<file path="src/hw/rtl/peg_multiplier.sv">
// ----------------------------------------------------------------------------
// peg_multiplier
// Registered 33 by 32 bit unsigned multiplier with a done strobe.
// ----------------------------------------------------------------------------
`default_nettype none

module peg_multiplier (
    input  wire logic        aclk,
    input  wire logic        aresetn,
    input  wire logic        start,
    input  wire logic [32:0] a,
    input  wire logic [31:0] b,
    output logic      [64:0] prod,
    output logic             done
);
    logic [64:0] prod_reg;
    logic        done_reg;

    always_ff @(posedge aclk) begin
        if (!aresetn) begin
            done_reg <= 1'b0;
        end else begin
            done_reg <= start;
            if (start) begin
                prod_reg <= 65'(a) * 65'(b);
            end
        end
    end

    assign prod = prod_reg;
    assign done = done_reg;

endmodule

`default_nettype wire
</file>
<file path="config.mk">
export PLATFORM = sky130hd
export DESIGN_NAME = peg_multiplier
export DESIGN_NICKNAME = d
export VERILOG_FILES = /design/src/hw/rtl/peg_multiplier.sv
export SDC_FILE = /design/constraint.sdc
export NUM_CORES = 2
export LEC_CHECK = 0
export ABC_CLOCK_PERIOD_IN_PS = 8300
export BUFFER_PORTS_ARGS = -buffer_cell sky130_fd_sc_hd__buf_2
export CORE_MARGIN = 1.5
export CORE_UTILIZATION = 45
export CTS_CLUSTER_DIAMETER = 50
export DETAILED_ROUTE_END_ITERATION = 10
export SLEW_MARGIN = 30
export SYNTH_ARGS = -nofsm -noshare
export SYNTH_HDL_FRONTEND = slang
export SYNTH_SLANG_ARGS = --single-unit
</file>
<file path="constraint.sdc">
create_clock -name aclk -period 8.3 [get_ports aclk]
set_input_delay 1.66 -clock aclk [delete_from_list [all_inputs] [get_ports aclk]]
set_output_delay 1.66 -clock aclk [all_outputs]
set_load 0.01 [all_outputs]
</file>
==> flow_summary.ini <==
[cts]
htreeDepth = 3
cts_tree = yes
ctsRootBufferMaster = clkbuf_16
numCtsBuffers = 9
hold_buffers = 0
cts_sinks = 66
clk_path_buf_depth = 2
clkTransAtPathRegs_ns = 0.06

[floorplan]
dieWidth_um = 286
dieArea_um2 = 81900
die_h_um = 286
io_pins = 134
core_area_um2 = 79100
fp-row-count = 103
initial_utilization_pct = 45.6

[critical_path]
crit_family = adder cells
path_class = in2reg
crit_slowest_cell = fa_1
crit_fanout = 8
worstSetupEndpointType = register
cp-start-kind = input port
crit_path_max_incr_delay_ns = 0.55
critPathBufInv = 9
cpMostUsedCell = fa_1
crit_arrival_ns = 8.39
worstPathRequired_ns = 8.39

[global_routing]
grt_util_all_layers_pct = 25.1
antenna_found_initial = 0
grt_pass1_wl_mm = 160
overflow = 0
grt_max_degree = 66
grt_pass1_vias = 29200

[synth]
synth_area_um2 = 36100
synth-async-reset-ratio_pct = 0
ys_seq_elements = 66
yosysSeqAreaShare_pct = 5.46
synth.distinct_cells = 64
yosysWarnings = 0
synth_area_per_cell_um2 = 9.27
syn-num-nets = 5150
synth_edf_count = 65
synthCells = 3892
ys.flop_type = edfxtp_1

[cells_and_area]
drive_gt1_share_pct = 18.7
final_core_util_pct = 54.0
final_net_count = 5513
syn_to_final_growth_pct = 18.4
multi_input_area_um2 = 30900
largest_register_ffs = 65
antenna_cells = 0
fillers = 7230
ff_latch_area_um2 = 1970

[route]
wirelength_mm = 99.4
wire_per_inst_um = 18.7
dr.pass1.iters = 5
drt_iter0_drc = 1296
drc_errors = 0
postRouteAntennaNets = 0
vias = 26800
viasPerCell = 5.05

[run]
cap_violations = 0

[place]
routabilityCongestion = 0.896
io_buffers = 133
dp_hpwl_mm = 86.9

[sta]
fin_crit_sh_pct = 100
finalSetupViolCount = 0
hold_violations = 0
fmax_mhz = 121
worstMarginPinSlew_ns = 0.875
fin_crit_ns = 8.30
rsz0062_at_grt = yes
drv_slew = 0
max_slew_margin_pct = 41.7

[min_path]
min_path_type = in2reg

[outcome]
status = complete, no violations
-- cells by family after synthesis --
logic type / Yosys count / share of synthesized area [%]
flops: 66 / 5.46
simple gates: 1206 / 16.4
fa+ha+maj: 1190 / 60.5
compound gates: 218 / 4.17
xor+xnor: 61 / 1.48
buf+inv: 1151 / 12.0
-- layout make-up --
cell class	instances	area share, %
inverter	936	8.23
timing repair buffer	567	11.1
sequential	66	4.61
tap	1050	3.07
multi-input combinational	2675	72.2
clock buffer	11	0.545
clock inverter	5	0.184
-- timing repair --
action                                  4_1_cts  5_1_grt
endpoints found under the setup margin       28       29
setup buffers                                19       15
hold endpoints to repair                      0        0
gates cloned                                  1        2
pin swaps                                   102      143
gates resized for setup                     198      224
-- synthesized netlist by cell type, drive strengths merged, types with 13 or more instances --
cell	n	share of area, %
a21o	42	0.87
a21oi	66	0.94
and2	488	8.5
clkbuf	215	2.2
edfxtp	65	5.4
fa	926	51
ha	264	9.2
inv	936	9.7
nand2	615	6.4
nand3	13	0.18
nand4	20	0.35
nor2	33	0.34
o21ai	33	0.47
o21bai	15	0.31
xnor2	39	0.95
xor2	22	0.53
-- metrics by stage --
step	setup WS, ns	area [um2]	setup TNS, ns	instances	hold WS [ns]
finish	0.00230	42700	0	5310	1.54
global route	-0.193	42700	-1.52	5310	1.53
CTS	-0.0386	41600	-0.0971	5293	1.53
detailed placement	-0.809	40400	-18.62	5259	1.88
global placement	-0.763	40400	-16.53	5259	1.87
floorplan	-0.0235	36100	-0.0235	3892	1.78
-- per-layer routing --
metal	vias to the layer above	GRT usage [%]	part of all wire [%]
met3	155	1.81	3.5
met5	-	0	0
met1	14000	31.5	39
li1	12000	-	-
met2	588	46.5	54
met4	0	7.01	3.4
-- path summary, 6_finish.rpt --
| path | start | end | slack [ns] | depth (start not counted) |
|---|---|---|---|---|
| hold / removal | start | done$_SDFF_PN0_ | 1.54 | 2 |
| setup / recovery | b[2] | prod[54]$_DFFE_PP_ | 0.002 | 27 |
-- cell usage in the layout (no fill, tap or decap), types with 14 or more instances in the layout --
master / n
nand2_1: 605
a21oi_2: 16
buf_4: 377
fa_1: 881
fa_2: 45
and2_1: 473
inv_2: 20
inv_1: 915
edfxtp_1: 65
buf_6: 63
xnor2_1: 36
nor2_1: 23
and2_4: 14
a21oi_1: 42
buf_2: 80
buf_12: 22
ha_1: 236
o21bai_1: 14
ha_4: 27
o21ai_0: 18
xor2_1: 21
buf_8: 19
nand4_1: 20
a21o_1: 42
Power is not shown: default switching activity piles up to over one toggle a cycle in this logic, so the estimate is an artifact.
