File: src/hw/rtl/peg_pkg.sv
// ----------------------------------------------------------------------------
// peg_pkg
// Shared types and constants of the pluck envelope generator.
// ----------------------------------------------------------------------------
`default_nettype none

package peg_pkg;

    localparam int PEG_SAMPLE_RATE = 44100;

    localparam int CFG_IDX_W = 4;
    localparam int CFG_DATA_W = 32;

    localparam logic [CFG_IDX_W-1:0] REG_ATTACK_TIME    = 4'd0;
    localparam logic [CFG_IDX_W-1:0] REG_ATTACK_RATIO   = 4'd1;
    localparam logic [CFG_IDX_W-1:0] REG_ATTACK_MIX     = 4'd2;
    localparam logic [CFG_IDX_W-1:0] REG_DECAY_TIME     = 4'd3;
    localparam logic [CFG_IDX_W-1:0] REG_DECAY_RATIO    = 4'd4;
    localparam logic [CFG_IDX_W-1:0] REG_DECAY_MIX      = 4'd5;
    localparam logic [CFG_IDX_W-1:0] REG_LENGTH_SECONDS = 4'd6;
    localparam logic [CFG_IDX_W-1:0] REG_LOOP_LENGTH    = 4'd7;

    localparam logic [31:0] RST_ATTACK_TIME    = 32'd167772;
    localparam logic [31:0] RST_ATTACK_RATIO   = 32'd16777216;
    localparam logic [16:0] RST_ATTACK_MIX     = 17'd65536;
    localparam logic [31:0] RST_DECAY_TIME     = 32'd8388608;
    localparam logic [31:0] RST_DECAY_RATIO    = 32'd16777216;
    localparam logic [16:0] RST_DECAY_MIX      = 17'd65536;
    localparam logic [31:0] RST_LENGTH_SECONDS = 32'd16777216;
    localparam logic [31:0] RST_LOOP_LENGTH    = 32'd0;
    localparam logic [31:0] RST_PHASE_STEP     = 32'd429497;

    localparam logic [31:0] EXP_NEG_ONE = 32'd1580030169;
    localparam logic [63:0] EXP_LIMIT   = 64'd17 << 16;
    localparam logic [16:0] MIX_ONE     = 17'd65536;

    localparam int DIV_W = 64;
    localparam int DIV_CNT_W = 7;
    localparam logic [DIV_CNT_W-1:0] DIV_N_PHASE  = 7'd48;
    localparam logic [DIV_CNT_W-1:0] DIV_N_TAYLOR = 7'd33;
    localparam logic [DIV_CNT_W-1:0] DIV_N_STEP   = 7'd64;

    localparam logic [3:0] TAYLOR_TERMS = 4'd10;

    typedef struct packed {
        logic                 start;
        logic [DIV_CNT_W-1:0] count;
    } div_req_t;

    typedef struct packed {
        logic done;
        logic busy;
    } div_stat_t;

endpackage

`default_nettype wire

File: src/hw/rtl/peg_divider.sv
// ----------------------------------------------------------------------------
// peg_divider
// Restoring divider, one quotient bit per cycle over a chosen bit count.
// ----------------------------------------------------------------------------
`default_nettype none

module peg_divider (
    input  wire logic                      aclk,
    input  wire logic                      aresetn,
    input  wire peg_pkg::div_req_t         req,
    input  wire logic [peg_pkg::DIV_W-1:0] dividend,
    input  wire logic [peg_pkg::DIV_W-1:0] divisor,
    output logic      [peg_pkg::DIV_W-1:0] quotient,
    output peg_pkg::div_stat_t             stat
);
    import peg_pkg::*;

    logic [DIV_W-1:0]     dvd_reg;
    logic [DIV_W-1:0]     rem_reg;
    logic [DIV_W-1:0]     quo_reg;
    logic [DIV_W-1:0]     dsr_reg;
    logic [DIV_CNT_W-1:0] cnt_reg;
    logic                 busy_reg;
    logic                 done_reg;
    logic [DIV_W:0]       rem_s;
    logic [DIV_W:0]       rem_d;
    logic                 fits;

    assign rem_s = {rem_reg, dvd_reg[DIV_W-1]};
    assign rem_d = rem_s - {1'b0, dsr_reg};
    assign fits  = rem_s >= {1'b0, dsr_reg};

    always_ff @(posedge aclk) begin
        if (!aresetn) begin
            busy_reg <= 1'b0;
            done_reg <= 1'b0;
            cnt_reg  <= '0;
        end else begin
            done_reg <= 1'b0;
            if (req.start) begin
                busy_reg <= 1'b1;
                cnt_reg  <= req.count;
                dvd_reg  <= dividend << (7'd64 - req.count);
                dsr_reg  <= divisor;
                rem_reg  <= '0;
                quo_reg  <= '0;
            end else if (busy_reg) begin
                rem_reg <= fits ? rem_d[DIV_W-1:0] : rem_s[DIV_W-1:0];
                quo_reg <= {quo_reg[DIV_W-2:0], fits};
                dvd_reg <= {dvd_reg[DIV_W-2:0], 1'b0};
                cnt_reg <= cnt_reg - 7'd1;
                if (cnt_reg == 7'd1) begin
                    busy_reg <= 1'b0;
                    done_reg <= 1'b1;
                end
            end
        end
    end

    assign quotient  = quo_reg;
    assign stat.done = done_reg;
    assign stat.busy = busy_reg;

endmodule

`default_nettype wire

File: config.mk
export PLATFORM = sky130hd
export DESIGN_NAME = peg_divider
export DESIGN_NICKNAME = d
export VERILOG_FILES = /design/src/hw/rtl/peg_pkg.sv /design/src/hw/rtl/peg_divider.sv
export SDC_FILE = /design/constraint.sdc
export NUM_CORES = 1
export LEC_CHECK = 0
export BUFFER_PORTS_ARGS = -buffer_cell sky130_fd_sc_hd__buf_2
export CAP_MARGIN = 10
export CORE_ASPECT_RATIO = 1.5
export CORE_MARGIN = 2
export CORE_UTILIZATION = 35
export CTS_CLUSTER_SIZE = 28
export DETAILED_ROUTE_END_ITERATION = 10
export PLACE_DENSITY = 0.64
export SLEW_MARGIN = 25
export SYNTH_ARGS = -nofsm -noshare
export SYNTH_HDL_FRONTEND = slang
export SYNTH_SLANG_ARGS = --single-unit
File: constraint.sdc
create_clock -name aclk -period 13.4 [get_ports aclk]
set_input_delay 0.67 -clock aclk [delete_from_list [all_inputs] [get_ports aclk]]
set_output_delay 0.67 -clock aclk [all_outputs]
set_load 0.005 [all_outputs]
==> results of run 1 <==
[path summary, 6_finish.rpt]
check	start	endpoint	slack (ns)	depth (start not counted)
worst max register to register	rem_reg[13]	rem_reg[36]	9.31	10
worst min register to register	dvd_reg[5]	dvd_reg[6]	0.53	1
worst min-delay path	divisor[37]	dsr_reg[37]	0.28	1
worst max-delay path	rem_reg[13]	rem_reg[36]	9.31	10
[power by group]
part	switching, W	leakage (nW)	internal (W)
combinational	0.000481	5.04	0.000279
clock	0.000340	0.449	0.000469
sequential	0.0000298	2.56	0.000996
total	0.000850	8.05	0.00174
[per-stage QoR]
stage          cell area, um2  power [W]  utilization
2_1_floorplan           17800    0.00159            -
3_3_place_gp            19300    0.00179        0.382
3_5_place_dp            19300    0.00179        0.382
4_1_cts                 20200    0.00261        0.401
5_1_grt                 20200    0.00273        0.401
6_report                20200    0.00259        0.401
[kinds of logic after synthesis]
family / share of synthesized area
xor+xnor: 0.0344
flops: 0.442
buf+inv: 0.0535
simple gates: 0.160
fa+ha+maj: 0.0482
compound gates: 0.184
mux: 0.0774
[worst max-delay path, cell delays in order, from the launching register on]
cell and delay (ns):
edfxtp_1 0.40, ha_1 0.45, nand4_1 0.26, nor4_1 0.44
nand3_1 0.11, or4_1 0.52, nand3_1 0.15, or2_2 0.73
buf_4 0.49, nor2_1 0.07, a211oi_1 0.26
[cell usage in the layout (no fill, tap or decap), types with 5 or more instances in the layout]
cell type	instances
buf_2	201
a31oi_1	14
mux2_2	11
o221ai_1	28
nand4_1	29
a211oi_1	24
edfxtp_1	256
mux4_2	29
o211ai_1	18
o2bb2ai_1	31
a22oi_1	6
dfxtp_1	9
nor2_1	118
xnor2_1	33
nand3_1	36
a21boi_0	7
a21o_1	29
inv_1	92
nand2b_1	9
o21a_1	14
nor3_1	18
nor2b_1	78
nand2_1	284
clkbuf_16	29
xor2_1	31
buf_4	15
ha_1	66
clkinv_2	5
and2_1	5
o21ai_0	91
or3_1	8
nor4_1	5
a221o_1	7
mux2i_1	60
and3_1	8
o21bai_1	10
a21oi_1	175
[per-layer routing]
| layer | share of wire | vias to the layer above |
|---|---|---|
| li1 | - | 7019 |
| met1 | 0.38 | 6986 |
| met2 | 0.52 | 439 |
| met3 | 0.039 | 132 |
| met4 | 0.060 | 0 |
| met5 | 0 | - |
[area by class of cell]
cell class,count,share of cell area
tap,669,0.0414
clock buffer,33,0.0366
timing repair buffer,218,0.0564
clock inverter,16,0.00910
multi-input combinational,1365,0.449
sequential,265,0.389
antenna,2,0.000248
inverter,94,0.0175
==> results.toml, run 1 <==
[clock_tree]
max-clock-path-buffers = 3
path_clk_slew_ns = 0.07
root_buffer = "clkbuf_16"
cts_sinks = 265
htree_levels = 1
cts_hold_buffers = 0
clkLatencyLatePin_ns = 0.57
cts_buffers = 28
ctsResizeCount = 0
cts_tree = "built"
cts_setup_buffers = 0

[sta]
fin_setup_tns_ns = 0
setup_viol = 0
fmax_mhz = 245
fin_crit_ns = 4.09
grt_setup_unrepaired = "no"
skew_ns = 0.0285
slew_viol_final = 0
setup_slack_ns = 9.31
whs_ns = 0.275
finalCritPeriodShare = 0.305
tightest_slew_ns = 0.927
hold_violations = 0
slew-limit-headroom = 0.382

[yosys]
syn-cell-area_um2 = 17800
synth_largest_area_cell = "edfxtp_1"
async_flop_share = 0
yosys-top-cells-area = "edfxtp_1, nand2_1, a21oi_1"
netlist.area_leader.share = 0.432
synth-seq-area-share = 0.442
synth.distinct_cells = 81
synthCells = 1852
yosys_warnings = 0
syn_area_per_cell_um2 = 9.62
synth_common_cells = "nand2_1, edfxtp_1, a21oi_1, nor2_1, inv_1"
synth_enable_flop_cells = 256
yosysMostFrequentCell = "nand2_1"
synth_ff_type = "edfxtp_1"
synth.ff_latch_count = 265
syn_nets = 2058

[detailed_routing]
routed_via_density = 5.48
wl_um = 51400
drc_errors = 0
vias = 14600
wl_per_cell_um = 19.3
drtIter0Drc = 904
first_pass_iters = 5
drtAntennaViolNets = 0

[cells_and_area]
final_nets = 2178
multi_input_area_um2 = 9090
layout-drive-gt1-share = 0.168
final_cells = 2662
area_growth_pct = 13.5
fillers = 5032
regArea_um2 = 7870

[floorplanning]
initial_core_util = 0.353
rows = 101
core_area_um2 = 50400
die_area_um2 = 52700
die_h_um = 280
die_w_um = 188
io_pins = 204

[critical_path]
cp-start-kind = "flip-flop"
worstSetupEndpointType = "flip-flop"
crit_type = "flip-flop to flip-flop"
cp.required_ns = 13.78
crit_fanout = 41
worstPathArrival_ns = 4.47

[place]
place_hpwl_um = 37600
gp_congestion = 0.930
dp_cells = 2611
io_buffers = 203
place_ws_ns = 9.17

[worst_hold_path]
hold_class = "input port to flip-flop"

[power_and_ir_drop]
vdd_drop_max_mv = 0.0856
powerDensity_nw_per_um2 = 128
p_leak_nw = 8.05

[global_routing]
grt_overflow_total = 0
met2_usage = 0.359
grt_util_all_layers = 0.191
grt_busiest_layer = "met2"
antenna_found_initial = 3
grt_pass1_wl_um = 80100
grt_max_degree = 81
grt_util_met3 = 0.0178
grt_pass1_vias = 14700
gr-usage-met1 = 0.207

[status]
outcome = "completed"

[flow_run]
maxCapViolCount = 0
Note: power is estimated with default switching activity, not from simulation.
==> run 2, diff against run 1 <==
Settings changed: PLACE_DENSITY 0.64 to 0.66.
Clock period 13.4 ns to 3.6 ns, I/O delays scaled along.
==> run 2 against run 1 <==
Via count grew 3.3%. Worst setup slack got worse by 9.1 ns. Sequential share of layout area fell by 1.9 points. Count of clock-buffer cells in the layout is 3 higher. Core utilization grew 2.0 points. Sequential power grew to 3.7 times the previous value. First-iteration DRC count decreased by 2.4%. Critical endpoint is now rem_reg[60]. Largest power group unchanged.
==> results.toml, run 2 (same netlist as run 1, synthesis figures left out) <==
[clock_tree]
clkLatencyLatePin_ns = 0.58
max-clock-path-buffers = 3
cts_tree = "built"
htree_levels = 1
root_buffer = "clkbuf_16"
cts_sinks = 265
path_clk_slew_ns = 0.06
cts_buffers = 29

[power_and_ir_drop]
power_frac_seq = 0.392
p_total_w = 0.00973
powerDensity_nw_per_um2 = 458
pwr-share-clk = 0.300
p_sw_w = 0.00324
vdd_drop_max_mv = 0.400
p_int_w = 0.00650
p_leak_nw = 8.54
power_frac_comb = 0.308
p_sw_frac = 0.333

[place]
place_hpwl_um = 38600
place_ws_ns = 0.193
io_buffers = 203
gp_congestion = 1.00

[cells_and_area]
antennaDiodeCount = 0
final_common_cell = "nand2_1"
final_nets = 2286
mostFrequentLayoutCells = "nand2_1, edfxtp_1, buf_2"
area_growth_pct = 19.2
layout-drive-gt1-share = 0.178

[global_routing]
antenna_found_initial = 2
grt_util_all_layers = 0.192
grt_pass1_vias = 15300
grt_pass1_wl_um = 81300
grt_max_degree = 79
grt_overflow_total = 0

[critical_path]
cp-start-kind = "flip-flop"
cp.required_ns = 4.02
worstSetupEndpointType = "flip-flop"
worstPathArrival_ns = 3.80
crit_type = "flip-flop to flip-flop"
crit_fanout = 6

[flow_run]
maxCapViolCount = 0

[sta]
slew_viol_final = 0
fin_crit_ns = 3.38
whs_ns = 0.0968
skew_ns = 0.0218
hold_violations = 0
setup_viol = 0
setup_slack_ns = 0.224
finalCritPeriodShare = 0.938
tightest_slew_ns = 0.870
fmax_mhz = 296
slew-limit-headroom = 0.419

[floorplanning]
core_area_um2 = 50400
die_h_um = 280
rows = 101
die_w_um = 188
io_pins = 204
die_area_um2 = 52700
initial_core_util = 0.353

[detailed_routing]
drtAntennaViolNets = 0
wl_um = 51700
first_pass_iters = 5
routed_via_density = 5.44
wl_per_cell_um = 18.7
drc_errors = 0
vias = 15100
drtIter0Drc = 882

[status]
outcome = "completed"

[worst_hold_path]
hold_class = "input port to flip-flop"
[run 2: stage by stage]
stage	util	area, um2	TNS (ns)	instances
after floorplan	-	17800	0	1852
final	0.421	21200	0	2768
after CTS	0.420	21200	0	2765
after global placement	0.389	19600	0	2646
after detailed placement	0.389	19600	0	2646
after global routing	0.421	21200	-0.0163	2768
[run 2: path summary, 6_finish.rpt]
check,cells after the start,to,slack (ns),start
worst max register to register,11,rem_reg[60],0.22,rem_reg[20]
worst max-delay path,11,rem_reg[60],0.22,rem_reg[20]
worst min-delay path,2,cnt_reg[2],0.1,req[2]
worst min register to register,1,dvd_reg[11],0.53,dvd_reg[10]
[run 2: layout make-up]
| cell class | instances | area, um2 |
|---|---|---|
| sequential | 265 | 7870 |
| timing repair buffer | 325 | 2200 |
| clock buffer | 36 | 752 |
| clock inverter | 14 | 138 |
| tap | 669 | 837 |
| inverter | 94 | 353 |
| multi-input combinational | 1365 | 9090 |
| fill | 4860 | 29200 |
[run 2: power groups by stage]
stage,combinational [W],sequential (W),clock (W)
after floorplan,0.00204,0.00386,0
after global placement,0.00286,0.00387,0
after detailed placement,0.00288,0.00387,0
after CTS,0.00296,0.00382,0.00299
after global routing,0.00329,0.00384,0.00310
final,0.00300,0.00382,0.00292
[run 2: repair_timing]
| action | in CTS | in global routing |
|---|---|---|
| hold buffers | 69 | 0 |
| endpoints found under the hold margin | 72 | 0 |
| setup buffers | 0 | 3 |
| setup endpoints to repair | 0 | 17 |
| gates resized for setup | 0 | 0 |
[run 2: per-layer routing]
layer / vias up / routed length [um] / GRT usage
li1: 7230 / - / -
met1: 7251 / 19500 / 0.207
met2: 444 / 27500 / 0.369
met3: 134 / 2010 / 0.0183
met4: 2 / 2700 / 0.0987
met5: - / 15 / 0
[run 2: worst max-delay path, cell delays in order (launching register included)]
cell      delay (ns)
edfxtp_1        0.40
ha_1            0.41
a21o_1          0.22
a211oi_1        0.32
o311ai_0        0.18
a21oi_1         0.17
nand3_1         0.23
a21oi_1         0.59
o211ai_1        0.21
xnor2_1         0.16
or2_0           0.19
a21oi_1         0.13
